File: src/rtl/core/pwc_pkg.sv
package pwc_pkg;

  // Field widths
  localparam int FUNC_W   = 2;
  localparam int INDEX_W  = 3;
  localparam int DATA_W   = 64;
  localparam int BYTE_W   = 8;
  localparam int LANES    = DATA_W / BYTE_W;
  localparam int STATUS_W = 2;
  localparam int SECS_W   = 15;
  localparam int FAIL_W   = 4;
  localparam int TICK_W   = 24;

  // Saturation limits and reset values
  localparam logic [FAIL_W-1:0] FAIL_MAX            = '1;
  localparam logic [TICK_W-1:0] TICK_MAX            = '1;
  localparam logic [SECS_W-1:0] SECS_MAX            = '1;
  localparam logic [FAIL_W-1:0] FAIL_LIMIT_RESET    = 4'd5;
  localparam logic [TICK_W-1:0] LOCKOUT_TICKS_RESET = 24'd30000;

  // Item functions
  typedef enum logic [FUNC_W-1:0] {
    FUNC_LOAD    = 2'd0,
    FUNC_ATTEMPT = 2'd1,
    FUNC_TICK    = 2'd2,
    FUNC_QUERY   = 2'd3
  } func_t;

  // Result codes
  typedef enum logic [STATUS_W-1:0] {
    STATUS_OK       = 2'd0,
    STATUS_WRONG    = 2'd1,
    STATUS_TOO_MANY = 2'd2,
    STATUS_QUERY    = 2'd3
  } status_t;

  // Configuration register indexes
  typedef enum logic [0:0] {
    CFG_FAIL_LIMIT    = 1'b0,
    CFG_LOCKOUT_TICKS = 1'b1
  } cfg_reg_t;

  // Verdict handed from the control unit to the result pipeline
  typedef struct packed {
    logic              emit;
    status_t           status;
    logic [TICK_W-1:0] left;
  } verdict_t;

endpackage

File: src/rtl/core/pwc_if.sv
// Input item channel
interface pwc_in_if;
  import pwc_pkg::*;

  logic                valid;
  logic                ready;
  func_t               func;
  logic [INDEX_W-1:0]  word_index;
  logic [DATA_W-1:0]   word_data;
  logic                last;

  modport source (output valid, func, word_index, word_data, last, input ready);
  modport sink   (input valid, func, word_index, word_data, last, output ready);
endinterface

// Result item channel
interface pwc_out_if;
  import pwc_pkg::*;

  logic                valid;
  logic                ready;
  status_t             status;
  logic [SECS_W-1:0]   remaining_seconds;
  logic                auth_required;

  modport source (output valid, status, remaining_seconds, auth_required, input ready);
  modport sink   (input valid, status, remaining_seconds, auth_required, output ready);
endinterface

File: src/rtl/core/pwc_lane.sv
// One byte lane of the attempt compare: flags any differing bit
module pwc_lane (
  input  logic [pwc_pkg::BYTE_W-1:0] stored_byte,
  input  logic [pwc_pkg::BYTE_W-1:0] attempt_byte,
  output logic                       differs
);
  import pwc_pkg::*;

  logic [BYTE_W-1:0] delta;

  // no early exit: every bit is folded in
  assign delta   = stored_byte ^ attempt_byte;
  assign differs = |delta;

endmodule

File: src/rtl/core/pwc_ctrl.sv
// Merges the lane flags and keeps failure count, tick counter and config
module pwc_ctrl (
  input  logic                       clk,
  input  logic                       rst,
  input  logic                       accept,
  input  pwc_pkg::func_t             func,
  input  logic                       last,
  input  logic [pwc_pkg::LANES-1:0]  lane_diff,
  input  logic                       cfg_we,
  input  pwc_pkg::cfg_reg_t          cfg_index,
  input  logic [pwc_pkg::TICK_W-1:0] cfg_data,
  output pwc_pkg::verdict_t          verdict
);
  import pwc_pkg::*;

  logic [FAIL_W-1:0] fail_limit;
  logic [TICK_W-1:0] lockout_ticks;
  logic [FAIL_W-1:0] failure_count, failure_count_next;
  logic [TICK_W-1:0] ticks, ticks_next;
  logic              mismatch_seen, mismatch_seen_next;

  logic              wrong;
  logic              limit_hit;
  logic              locked_now;
  logic              locked_next;
  logic [FAIL_W-1:0] fail_base;

  logic              v_emit;
  status_t           v_status;
  logic [TICK_W-1:0] v_left;

  // merge stage: any lane mismatch marks the attempt wrong
  assign wrong      = mismatch_seen | (|lane_diff);
  assign limit_hit  = failure_count >= fail_limit;
  assign locked_now = limit_hit && (ticks < lockout_ticks);
  // an elapsed lockout clears the count before the verdict
  assign fail_base  = limit_hit ? '0 : failure_count;

  // next state and verdict for the accepted item
  always_comb begin
    failure_count_next = failure_count;
    ticks_next         = ticks;
    mismatch_seen_next = mismatch_seen;
    v_emit             = 1'b0;
    v_status           = STATUS_QUERY;
    if (accept) begin
      unique case (func)
        FUNC_LOAD: begin
        end
        FUNC_ATTEMPT: begin
          if (!last) begin
            mismatch_seen_next = wrong;
          end else begin
            mismatch_seen_next = 1'b0;
            v_emit             = 1'b1;
            if (locked_now) begin
              v_status = STATUS_TOO_MANY;
            end else if (!wrong) begin
              failure_count_next = '0;
              v_status           = STATUS_OK;
            end else begin
              failure_count_next = (fail_base != FAIL_MAX) ? fail_base + 1'b1 : fail_base;
              ticks_next         = '0;
              v_status           = STATUS_WRONG;
            end
          end
        end
        FUNC_TICK: begin
          if (ticks != TICK_MAX) ticks_next = ticks + 1'b1;
        end
        FUNC_QUERY: begin
          v_emit = 1'b1;
        end
        default: begin
        end
      endcase
    end
  end

  // lockout ticks left, taken after this item's update
  assign locked_next = (failure_count_next >= fail_limit) && (ticks_next < lockout_ticks);
  assign v_left      = locked_next ? lockout_ticks - ticks_next : '0;
  assign verdict     = '{emit: v_emit, status: v_status, left: v_left};

  // state registers
  always_ff @(posedge clk) begin
    if (rst) begin
      failure_count <= '0;
      ticks         <= '0;
      mismatch_seen <= 1'b0;
    end else begin
      failure_count <= failure_count_next;
      ticks         <= ticks_next;
      mismatch_seen <= mismatch_seen_next;
    end
  end

  // configuration registers
  always_ff @(posedge clk) begin
    if (rst) begin
      fail_limit    <= FAIL_LIMIT_RESET;
      lockout_ticks <= LOCKOUT_TICKS_RESET;
    end else if (cfg_we) begin
      unique case (cfg_index)
        CFG_FAIL_LIMIT:    fail_limit    <= cfg_data[FAIL_W-1:0];
        CFG_LOCKOUT_TICKS: lockout_ticks <= cfg_data;
        default: begin
        end
      endcase
    end
  end

endmodule

File: src/rtl/core/pwc_secs.sv
// Ticks left to whole seconds, rounded up, by reciprocal multiply
module pwc_secs #(
  parameter int TICKS_PER_SECOND = 1000
) (
  input  logic [pwc_pkg::TICK_W-1:0] left,
  output logic [pwc_pkg::SECS_W-1:0] seconds
);
  import pwc_pkg::*;

  // exact floor division for numerators below 2^NUM_W
  localparam int              NUM_W  = TICK_W + 1;
  localparam int              SHIFT  = NUM_W + $clog2(TICKS_PER_SECOND);
  localparam longint unsigned RECIP  = ((64'd1 << SHIFT) + TICKS_PER_SECOND - 1)
                                       / TICKS_PER_SECOND;
  localparam int              MUL_W  = NUM_W + 2;
  localparam int              PROD_W = NUM_W + MUL_W;

  logic [NUM_W-1:0]  num;
  logic [MUL_W-1:0]  recip;
  logic [PROD_W-1:0] prod;
  logic [NUM_W-1:0]  quot;

  assign recip = MUL_W'(RECIP);
  // round up: add divisor minus one first
  assign num   = {1'b0, left} + NUM_W'(TICKS_PER_SECOND - 1);
  assign prod  = {{MUL_W{1'b0}}, num} * {{NUM_W{1'b0}}, recip};
  assign quot  = NUM_W'(prod >> SHIFT);

  // saturate to the field
  assign seconds = (quot > NUM_W'(SECS_MAX)) ? SECS_MAX : SECS_W'(quot);

endmodule

File: src/rtl/core/password_check_with_lockout.sv
// A result passes the verdict stage register, then the output register, once its item is accepted.
// One item per cycle while in_ch.ready is high; the byte compare runs in eight parallel lanes.
// The output register and the verdict stage let a new item in while a result waits.
// Reset (rst, synchronous): clears counters and pipeline; stored words read as zero;
// the failure limit returns to 5 and lockout_ticks to 30000.
module password_check_with_lockout #(
  parameter int PASSWORD_WORDS   = 8,
  parameter int TICKS_PER_SECOND = 1000
) (
  input  logic                       clk,
  input  logic                       rst,
  pwc_in_if.sink                     in_ch,
  pwc_out_if.source                  out_ch,
  input  logic                       cfg_we,
  input  pwc_pkg::cfg_reg_t          cfg_index,
  input  logic [pwc_pkg::TICK_W-1:0] cfg_data
);
  import pwc_pkg::*;

  localparam int WADDR_W = (PASSWORD_WORDS > 1) ? $clog2(PASSWORD_WORDS) : 1;

  // password words and their written flags
  logic [DATA_W-1:0]         pw_word [PASSWORD_WORDS];
  logic [PASSWORD_WORDS-1:0] word_valid;

  logic               accept;
  logic               in_range;
  logic [WADDR_W-1:0] waddr;
  logic [DATA_W-1:0]  rd_word;
  logic [LANES-1:0]   lane_diff;
  logic               auth;
  verdict_t           verdict;

  // verdict stage
  logic              a_valid;
  status_t           a_status;
  logic [TICK_W-1:0] a_left;
  logic              a_auth;

  // output register
  logic              o_valid;
  status_t           o_status;
  logic [SECS_W-1:0] o_secs;
  logic              o_auth;
  logic [SECS_W-1:0] secs;

  logic adv_out;
  logic adv_a;

  // pipeline flow
  assign adv_out      = !o_valid || out_ch.ready;
  assign adv_a        = !a_valid || adv_out;
  assign in_ch.ready  = adv_a;
  assign accept       = in_ch.valid && adv_a;

  // word addressing; words past the store compare as zero padding
  assign in_range = {29'd0, in_ch.word_index} < 32'(PASSWORD_WORDS);
  assign waddr    = WADDR_W'(in_ch.word_index);
  assign rd_word  = (in_range && word_valid[waddr]) ? pw_word[waddr] : '0;
  assign auth     = word_valid[0] && (pw_word[0][BYTE_W-1:0] != '0);

  // password store writes
  always_ff @(posedge clk) begin
    if (accept && in_ch.func == FUNC_LOAD && in_range) begin
      pw_word[waddr] <= in_ch.word_data;
    end
  end

  always_ff @(posedge clk) begin
    if (rst) begin
      word_valid <= '0;
    end else if (accept && in_ch.func == FUNC_LOAD && in_range) begin
      word_valid[waddr] <= 1'b1;
    end
  end

  // byte compare lanes
  for (genvar l = 0; l < LANES; l++) begin : g_lane
    pwc_lane u_lane (
      .stored_byte  (rd_word[l*BYTE_W +: BYTE_W]),
      .attempt_byte (in_ch.word_data[l*BYTE_W +: BYTE_W]),
      .differs      (lane_diff[l])
    );
  end

  // merge, counters and verdict
  pwc_ctrl u_ctrl (
    .clk       (clk),
    .rst       (rst),
    .accept    (accept),
    .func      (in_ch.func),
    .last      (in_ch.last),
    .lane_diff (lane_diff),
    .cfg_we    (cfg_we),
    .cfg_index (cfg_index),
    .cfg_data  (cfg_data),
    .verdict   (verdict)
  );

  // verdict stage register
  always_ff @(posedge clk) begin
    if (rst) begin
      a_valid <= 1'b0;
    end else if (adv_a) begin
      a_valid <= accept && verdict.emit;
    end
  end

  always_ff @(posedge clk) begin
    if (adv_a) begin
      a_status <= verdict.status;
      a_left   <= verdict.left;
      a_auth   <= auth;
    end
  end

  // seconds conversion
  pwc_secs #(
    .TICKS_PER_SECOND (TICKS_PER_SECOND)
  ) u_secs (
    .left    (a_left),
    .seconds (secs)
  );

  // output register
  always_ff @(posedge clk) begin
    if (rst) begin
      o_valid <= 1'b0;
    end else if (adv_out) begin
      o_valid <= a_valid;
    end
  end

  always_ff @(posedge clk) begin
    if (adv_out) begin
      o_status <= a_status;
      o_secs   <= secs;
      o_auth   <= a_auth;
    end
  end

  assign out_ch.valid             = o_valid;
  assign out_ch.status            = o_status;
  assign out_ch.remaining_seconds = o_secs;
  assign out_ch.auth_required     = o_auth;

endmodule

File: src/flat_wrapper.sv
// flat-port wrapper written by rule: the top's interface ports become plain ports
module password_check_with_lockout_flat import pwc_pkg::*;
#(
  parameter int PASSWORD_WORDS   = 8,
  parameter int TICKS_PER_SECOND = 1000
)
  (clk, rst, cfg_we, cfg_index, cfg_data, in_ch_valid, in_ch_func, in_ch_word_index, in_ch_word_data, in_ch_last, in_ch_ready, out_ch_valid, out_ch_status, out_ch_remaining_seconds, out_ch_auth_required, out_ch_ready);
  pwc_in_if in_ch_i ();
  pwc_out_if out_ch_i ();
  input  logic clk;
  input  logic rst;
  input  logic cfg_we;
  input  pwc_pkg::cfg_reg_t cfg_index;
  input  logic [pwc_pkg::TICK_W-1:0] cfg_data;
  input wire logic [$bits(in_ch_i.valid)-1:0] in_ch_valid;
  input wire logic [$bits(in_ch_i.func)-1:0] in_ch_func;
  input wire logic [$bits(in_ch_i.word_index)-1:0] in_ch_word_index;
  input wire logic [$bits(in_ch_i.word_data)-1:0] in_ch_word_data;
  input wire logic [$bits(in_ch_i.last)-1:0] in_ch_last;
  output wire logic [$bits(in_ch_i.ready)-1:0] in_ch_ready;
  output wire logic [$bits(out_ch_i.valid)-1:0] out_ch_valid;
  output wire logic [$bits(out_ch_i.status)-1:0] out_ch_status;
  output wire logic [$bits(out_ch_i.remaining_seconds)-1:0] out_ch_remaining_seconds;
  output wire logic [$bits(out_ch_i.auth_required)-1:0] out_ch_auth_required;
  input wire logic [$bits(out_ch_i.ready)-1:0] out_ch_ready;
  assign in_ch_i.valid = in_ch_valid;
  assign in_ch_i.func = in_ch_func;
  assign in_ch_i.word_index = in_ch_word_index;
  assign in_ch_i.word_data = in_ch_word_data;
  assign in_ch_i.last = in_ch_last;
  assign in_ch_ready = in_ch_i.ready;
  assign out_ch_valid = out_ch_i.valid;
  assign out_ch_status = out_ch_i.status;
  assign out_ch_remaining_seconds = out_ch_i.remaining_seconds;
  assign out_ch_auth_required = out_ch_i.auth_required;
  assign out_ch_i.ready = out_ch_ready;
  password_check_with_lockout #(.PASSWORD_WORDS(PASSWORD_WORDS), .TICKS_PER_SECOND(TICKS_PER_SECOND)) u_core (.clk(clk), .rst(rst), .in_ch(in_ch_i), .out_ch(out_ch_i), .cfg_we(cfg_we), .cfg_index(cfg_index), .cfg_data(cfg_data));
endmodule
File: config.mk
export PLATFORM = sky130hd
export DESIGN_NAME = password_check_with_lockout_flat
export DESIGN_NICKNAME = d
export VERILOG_FILES = /design/src/rtl/core/pwc_pkg.sv /design/src/rtl/core/pwc_if.sv /design/src/rtl/core/pwc_lane.sv /design/src/rtl/core/pwc_ctrl.sv /design/src/rtl/core/pwc_secs.sv /design/src/rtl/core/password_check_with_lockout.sv /design/src/flat_wrapper.sv
export SDC_FILE = /design/constraint.sdc
export NUM_CORES = 1
export LEC_CHECK = 0
export BUFFER_PORTS_ARGS = -buffer_cell sky130_fd_sc_hd__buf_2
export CORE_MARGIN = 2
export CORE_UTILIZATION = 60
export CTS_CLUSTER_SIZE = 40
export DETAILED_ROUTE_END_ITERATION = 12
export PLACE_DENSITY = 0.74
export SLEW_MARGIN = 20
export SYNTH_ARGS = -nofsm -noshare
export SYNTH_HDL_FRONTEND = slang
export SYNTH_SLANG_ARGS = --single-unit
File: constraint.sdc
create_clock -name clk -period 18.65 [get_ports clk]
set_clock_uncertainty 0.1 [all_clocks]
set_input_delay 0.9325 -clock clk [delete_from_list [all_inputs] [get_ports clk]]
set_output_delay 0.9325 -clock clk [all_outputs]
set_load 0.02 [all_outputs]
## After elaboration in Yosys (flattened, before gate mapping)

Memories as Yosys holds them, arrays and structs flattened.
Index checks and enable logic that the tools add are counted.

| cells by class | value |
|---|---|
| reduce and logical (&&, ||, !) cells | 19 |
| $add $sub $neg | 4 |
| $mul | 1 |
| div/mod/pow operators | 0 |
| magnitude comparators | 7 |
| muxes and demuxes | 26 |
| bitwise gates (word level) | 14 |
| eq/ne operators | 5 |
| shift-type cells | 0 |

Operators by type and width:

| operator | number |
|---|---|
| $mux 24 | 5 |
| $mux 64 | 1 |
| $reduce_or 64->1 | 1 |
| $xor 8x8->8 | 8 |
| $mul 25x26->51 const B | 1 |
| $lt 24x24->1 | 2 |
| $pmux 24 s2 | 1 |
| $mux 4 | 7 |
| $add 24x10->25 const B | 1 |
| $add 24x1->24 const B | 1 |
| $ne 24x24->1 const B | 1 |
| $sub 24x24->24 | 1 |
| $gt 16x15->1 const B | 1 |
| $mux 1 | 9 |
| $ge 4x4->1 | 2 |
| $or 8x8->8 | 1 |
| $reduce_bool 8->1 | 1 |
| $logic_and 1x1->1 | 7 |
| $reduce_and 2->1 | 3 |
| $add 4x1->4 const B | 1 |
| $eq 2x2->1 const B | 2 |
| $lt 3x4->1 const B | 1 |
| $ne 4x4->1 const B | 1 |
| $not 1->1 | 4 |
| other kinds (11) | 13 |

| storage, ports and cells | value |
|---|---|
| bits in latches | 0 |
| register bits after elaboration | 112 |
| input port bits | 100 |
| word-level logic and storage cells | 92 |
| memories kept | 1 |
| bits in writable memories | 512 |
| memory bits (read-only) | 0 |

Memory list:

| memory | depth | bits a word | read ports | clocked after Yosys merged registers in | wr ports | line | source |
|---|---|---|---|---|---|---|---|
| u_core.pw_word | 8 | 64 | 2 | 0 | 1 | password_check_with_lockout.sv:23 | `logic [DATA_W-1:0] pw_word [PASSWORD_WORDS];` |

## Depth between registers and ports, before layout

| logic depth | value |
|---|---|
| word-level depth | 13 |
| gate-level depth with buffers | 34 |
| gate-level depth less buffers | 33 |

## Cells and area by module

Synthesis repeated with hierarchy kept, for this count alone.

| unflattened totals | value |
|---|---|
| cells, all modules | 2,959 |
| area, all modules | 37,051.8 µm² |

By module, submodules not included:

| module | instances | area an instance (µm²) | seq. area each (µm²) | cells each |
|---|---|---|---|---|
| password_check_with_lockout | 1 | 20,458.4 | 16,926.2 | 1,014 |
| pwc_secs | 1 | 10,377.5 | 0.0 | 1,099 |
| pwc_ctrl | 1 | 5,525.3 | 1,141.1 | 758 |
| pwc_lane | 8 | 86.3 | 0.0 | 11 |

## Least setup slack after synthesis

No wires, ideal clock.

| path | value |
|---|---|
| kind | register to register |
| start point | reg u_core.a_left[0] |
| end point | reg u_core.o_secs[2] (netlist: u_core.out_ch.remaining_seconds[2]) (data pin) |
| stages on the path, launching flop included | 31 |
| arrival | 8.343 ns |
| path slack | 9.934 ns |
| library setup time | 0.273 ns |
| path buffers | 1 |
| clock period less this slack | 8.716 ns |
| required time | 18.277 ns |
| cells stage by stage | edfxtp_1 -> inv_1 -> ha_1 -> nand2b_1 -> a31oi_1 -> nand3b_1 -> nand3_1 -> nor3_1 -> xnor2_1 -> inv_1 -> fa_1 -> fa_1 -> fa_1 -> inv_1 -> fa_1 -> fa_1 -> inv_1 -> fa_1 -> fa_1 -> inv_1 -> ha_1 -> a21o_1 -> a21o_1 -> a211o_1 -> o211ai_1 -> o41ai_1 -> o221ai_1 -> a21oi_1 -> a31oi_1 -> clkbuf_1 -> o31ai_1 |

| on the way | value |
|---|---|
| longest elaborated chain between the ends | 3 |

Ends and longest elaborated chain:

| what | line | source |
|---|---|---|
| start, declared | password_check_with_lockout.sv:37 | `logic [TICK_W-1:0] a_left;` |
| start signal, assigned | password_check_with_lockout.sv:112 | `a_left <= verdict.left;` |
| $add 24x10->25 (*) | pwc_secs.sv:25 | `assign num = {1'b0, left} + NUM_W'(TICKS_PER_SECOND - 1);` |
| $mul 25x26->51 (*) | pwc_secs.sv:26 | `assign prod = {{MUL_W{1'b0}}, num} * {{NUM_W{1'b0}}, recip};` |
| $gt 16x15->1 | pwc_secs.sv:30 | `assign seconds = (quot > NUM_W'(SECS_MAX)) ? SECS_MAX : SECS_W'(quot);` |
| end signal, assigned | password_check_with_lockout.sv:137 | `o_secs <= secs;` |
| end, declared | password_check_with_lockout.sv:43 | `logic [SECS_W-1:0] o_secs;` |

Mark *: on every way between the ends. The rest lies on a longest branch, timed or not.
A chain may end at the register's enable or synchronous reset.

## Final worst setup path

| path | value |
|---|---|
| start point | reg u_core.a_left[0] |
| end point | reg u_core.o_secs[12] (netlist: u_core.out_ch.remaining_seconds[12]) (data pin) |

Same word-level chain as after synthesis.

==> results.cfg <==
[run_status]
outcome = complete, no violations

[timing]
setup_viol = 0
max_freq_mhz = 102
rsz0062_at_grt = false
slew_headroom_pct = 16.2
maxSlewViolCount = 0
finalHoldViolCount = 0
min_period_over_period_pct = 52.3
worst_pin_slew_ns = 1.25
min_period_ns = 9.76
fin_setup_tns_ns = 0

[grt]
grt.total_usage_pct = 30.2
grt_pass1_vias = 25000
grt_util_met2_pct = 46.7
grt_pass1_wl_mm = 147
grt-busiest-layer = met2
grt_use_met3_pct = 6.82
grt_antenna_before_repair = 8
grt_start_max_net_pins = 84
grt_util_met1_pct = 44.2
grt_overflow_total = 0

[placed_design]
port_buffers = 119
hpwl_mm = 67.0
place_congestion = 0.962

[logic_synthesis]
avgSynthCellArea_um2 = 12.7
async_flop_share_pct = 0
ys_warn_count = 0
ys_seq_area_share_pct = 48.1
syn-num-nets = 3575
synthCells = 2955
ys_seq_elements = 624
synth_edf_count = 557
synth-main-ff-cell = edfxtp_1
netlist_area_um2 = 37600
yosysUniqueCellTypes = 84

[final_layout]
layout_common_cells = edfxtp_1 (557), inv_1 (418), ha_1 (313), fa_1 (207), nand2_1 (140)
area_delta_synth_final_pct = 9.61
layout-drive-gt1-share_pct = 12.9
fin_nets = 3696
finalCoreUtilization_pct = 66.6
fill_cells = 4475
final_common_cell = edfxtp_1

[power]
p_leak_nw = 16.8
switching_share_pct = 33.1
power_frac_seq_pct = 36.7
p_total_w = 0.00423
internal_power_w = 0.00283
pwr-share-clk_pct = 29.2
share_comb_of_total_power_pct = 34.1
peakVddDrop_mv = 0.0882
p_sw_w = 0.00140
p_per_area_nw_per_um2 = 103

[floorplan]
start_util_pct = 60.8
fp.dieH_um = 254
core-area_um2 = 61800
io_pins = 120
die-area_um2 = 64600
die_x_um = 254
num_rows = 91

[detailed_routing]
wl_per_cell_um = 24.2
vias = 24800
ant_nets = 0
viasPerCell = 6.25
dr.first_iter.drc_count = 2931
wl_mm = 96.1
route.detailed.drc = 0
firstDrtPassIters = 6

[worst_hold_path]
hp-class = reg -> reg

[clocking]
cts_max_level = 2
clkLatencyLatePin_ns = 0.65
cts_sinks = 624
cts_hold_buf = 0
clockRootBuffer = clkbuf_16
postCtsSetupBuffers = 0
cts.reportedPaths.clkPinSlew_ns = 0.06
cts_resized = 0
cts_buffers = 61
cts_tree = done
clk_path_buf_depth = 3

[setup_path]
crit_required_ns = 19.02
worstSetupPathType = reg -> reg
worstSetupStartpointType = flop
path_common_cell = fa_1
crit_fanout = 13
critPathCaptureType = flop
max_stage_delay_ns = 0.71
cp.arrival_ns = 10.14
crit_path_top_delay_cell = o41ai_1

[flow_run]
drv_cap = 0
## critical path: cells and delay by family (launching register included)
kind                     cells  cell delay, ns
AO/OA/AOI/OAI                7            2.50
XOR/XNOR                     1            0.64
adder cells (fa/ha/maj)      9            4.10
buffers and inverters        3            0.53
flip-flops                   1            0.48
AND/OR/NAND/NOR              8            1.24
## cells by family after synthesis
family | after synthesis | share of synthesized area [%]
xor+xnor | 64 | 1.49
compound gates | 535 | 10.3
fa+ha+maj | 520 | 21.5
buf+inv | 523 | 5.50
flops | 624 | 48.1
simple gates | 527 | 6.98
mux | 162 | 6.16
## state kept, by name, summed over array words and instances (netlist names)
register                         count
u_core.pw_word                     512
u_core.a_left                       24
u_core.u_ctrl.lockout_ticks         24
u_core.u_ctrl.ticks                 24
u_core.out_ch.remaining_seconds     15
u_core.word_valid                    8
u_core.u_ctrl.fail_limit             4
u_core.u_ctrl.failure_count          4
u_core.a_status                      2
u_core.out_ch.status                 2
u_core.a_auth                        1
u_core.a_valid                       1
u_core.out_ch.auth_required          1
u_core.out_ch.valid                  1
u_core.u_ctrl.mismatch_seen          1
## per-stage QoR
| step | instance area, um^2 | std cells | setup slack [ns] | hold WS, ns |
|---|---|---|---|---|
| after detailed placement | 39100 | 3850 | 8.90 | 0.305 |
| final | 41200 | 3967 | 8.89 | 0.324 |
| after global placement | 39100 | 3850 | 9.20 | 0.302 |
| after global routing | 41200 | 3966 | 8.22 | 0.345 |
| after CTS | 41200 | 3966 | 8.82 | 0.322 |
| after floorplan | 37600 | 2955 | 9.93 | 0.300 |
## cell usage after synthesis, types with 14 or more instances
cell	count	share of area, %
edfxtp_1	557	45
inv_1	419	4.2
ha_1	313	10
fa_1	207	11
nand2_1	140	1.4
nor2_1	118	1.2
a21oi_1	101	1.3
dfxtp_1	67	3.6
mux2_2	64	1.9
o21ai_0	54	0.72
nand3_1	53	0.71
a21o_1	52	1.0
clkbuf_1	50	0.50
mux2i_1	49	1.3
mux4_2	49	2.9
nor3_1	46	0.61
a221oi_1	40	0.93
buf_2	35	0.47
xnor2_1	35	0.82
xor2_1	29	0.68
nand4_1	28	0.47
a22oi_1	27	0.54
nand2b_1	25	0.42
nor2b_1	25	0.42
a31oi_1	22	0.37
a311oi_1	20	0.47
o21a_1	18	0.36
o22ai_1	18	0.30
o211ai_1	17	0.34
a211oi_1	14	0.28
a221o_1	14	0.37
## power groups by stage
stage	clock network (W)	registers [W]	logic, W
floorplan	0	0.00159	0.000999
global placement	0	0.00158	0.00137
detailed placement	0	0.00158	0.00142
CTS	0.00125	0.00155	0.00143
global route	0.00130	0.00156	0.00163
finish	0.00124	0.00155	0.00144
## layer usage
layer / routed length [um] / up-vias
li1: - / 11100
met1: 41100 / 12400
met2: 43100 / 1214
met3: 9700 / 156
met4: 2060 / 14
met5: 83 / -
## final cells by class
cell class	instances	area [um^2]	area share, %
sequential	624	18100	43.9
clock inverter	42	443	1.08
clock buffer	74	1580	3.83
inverter	420	1580	3.83
tap	837	1050	2.54
multi-input combinational	1808	17500	42.6
antenna	1	2.50	0.00608
timing repair buffer	161	926	2.25
## worst paths after layout
kind / from / to / slack, ns / depth (start not counted)
max: u_core.a_left[0] / u_core.out_ch.remaining_seconds[12] / 8.89 / 28
min: u_core.a_status[0] / u_core.out_ch.status[0] / 0.32 / 0
max reg2reg: u_core.a_left[0] / u_core.out_ch.remaining_seconds[12] / 8.89 / 28
min reg2reg: u_core.a_status[0] / u_core.out_ch.status[0] / 0.32 / 0
Note: power is estimated with default switching activity, not from simulation.
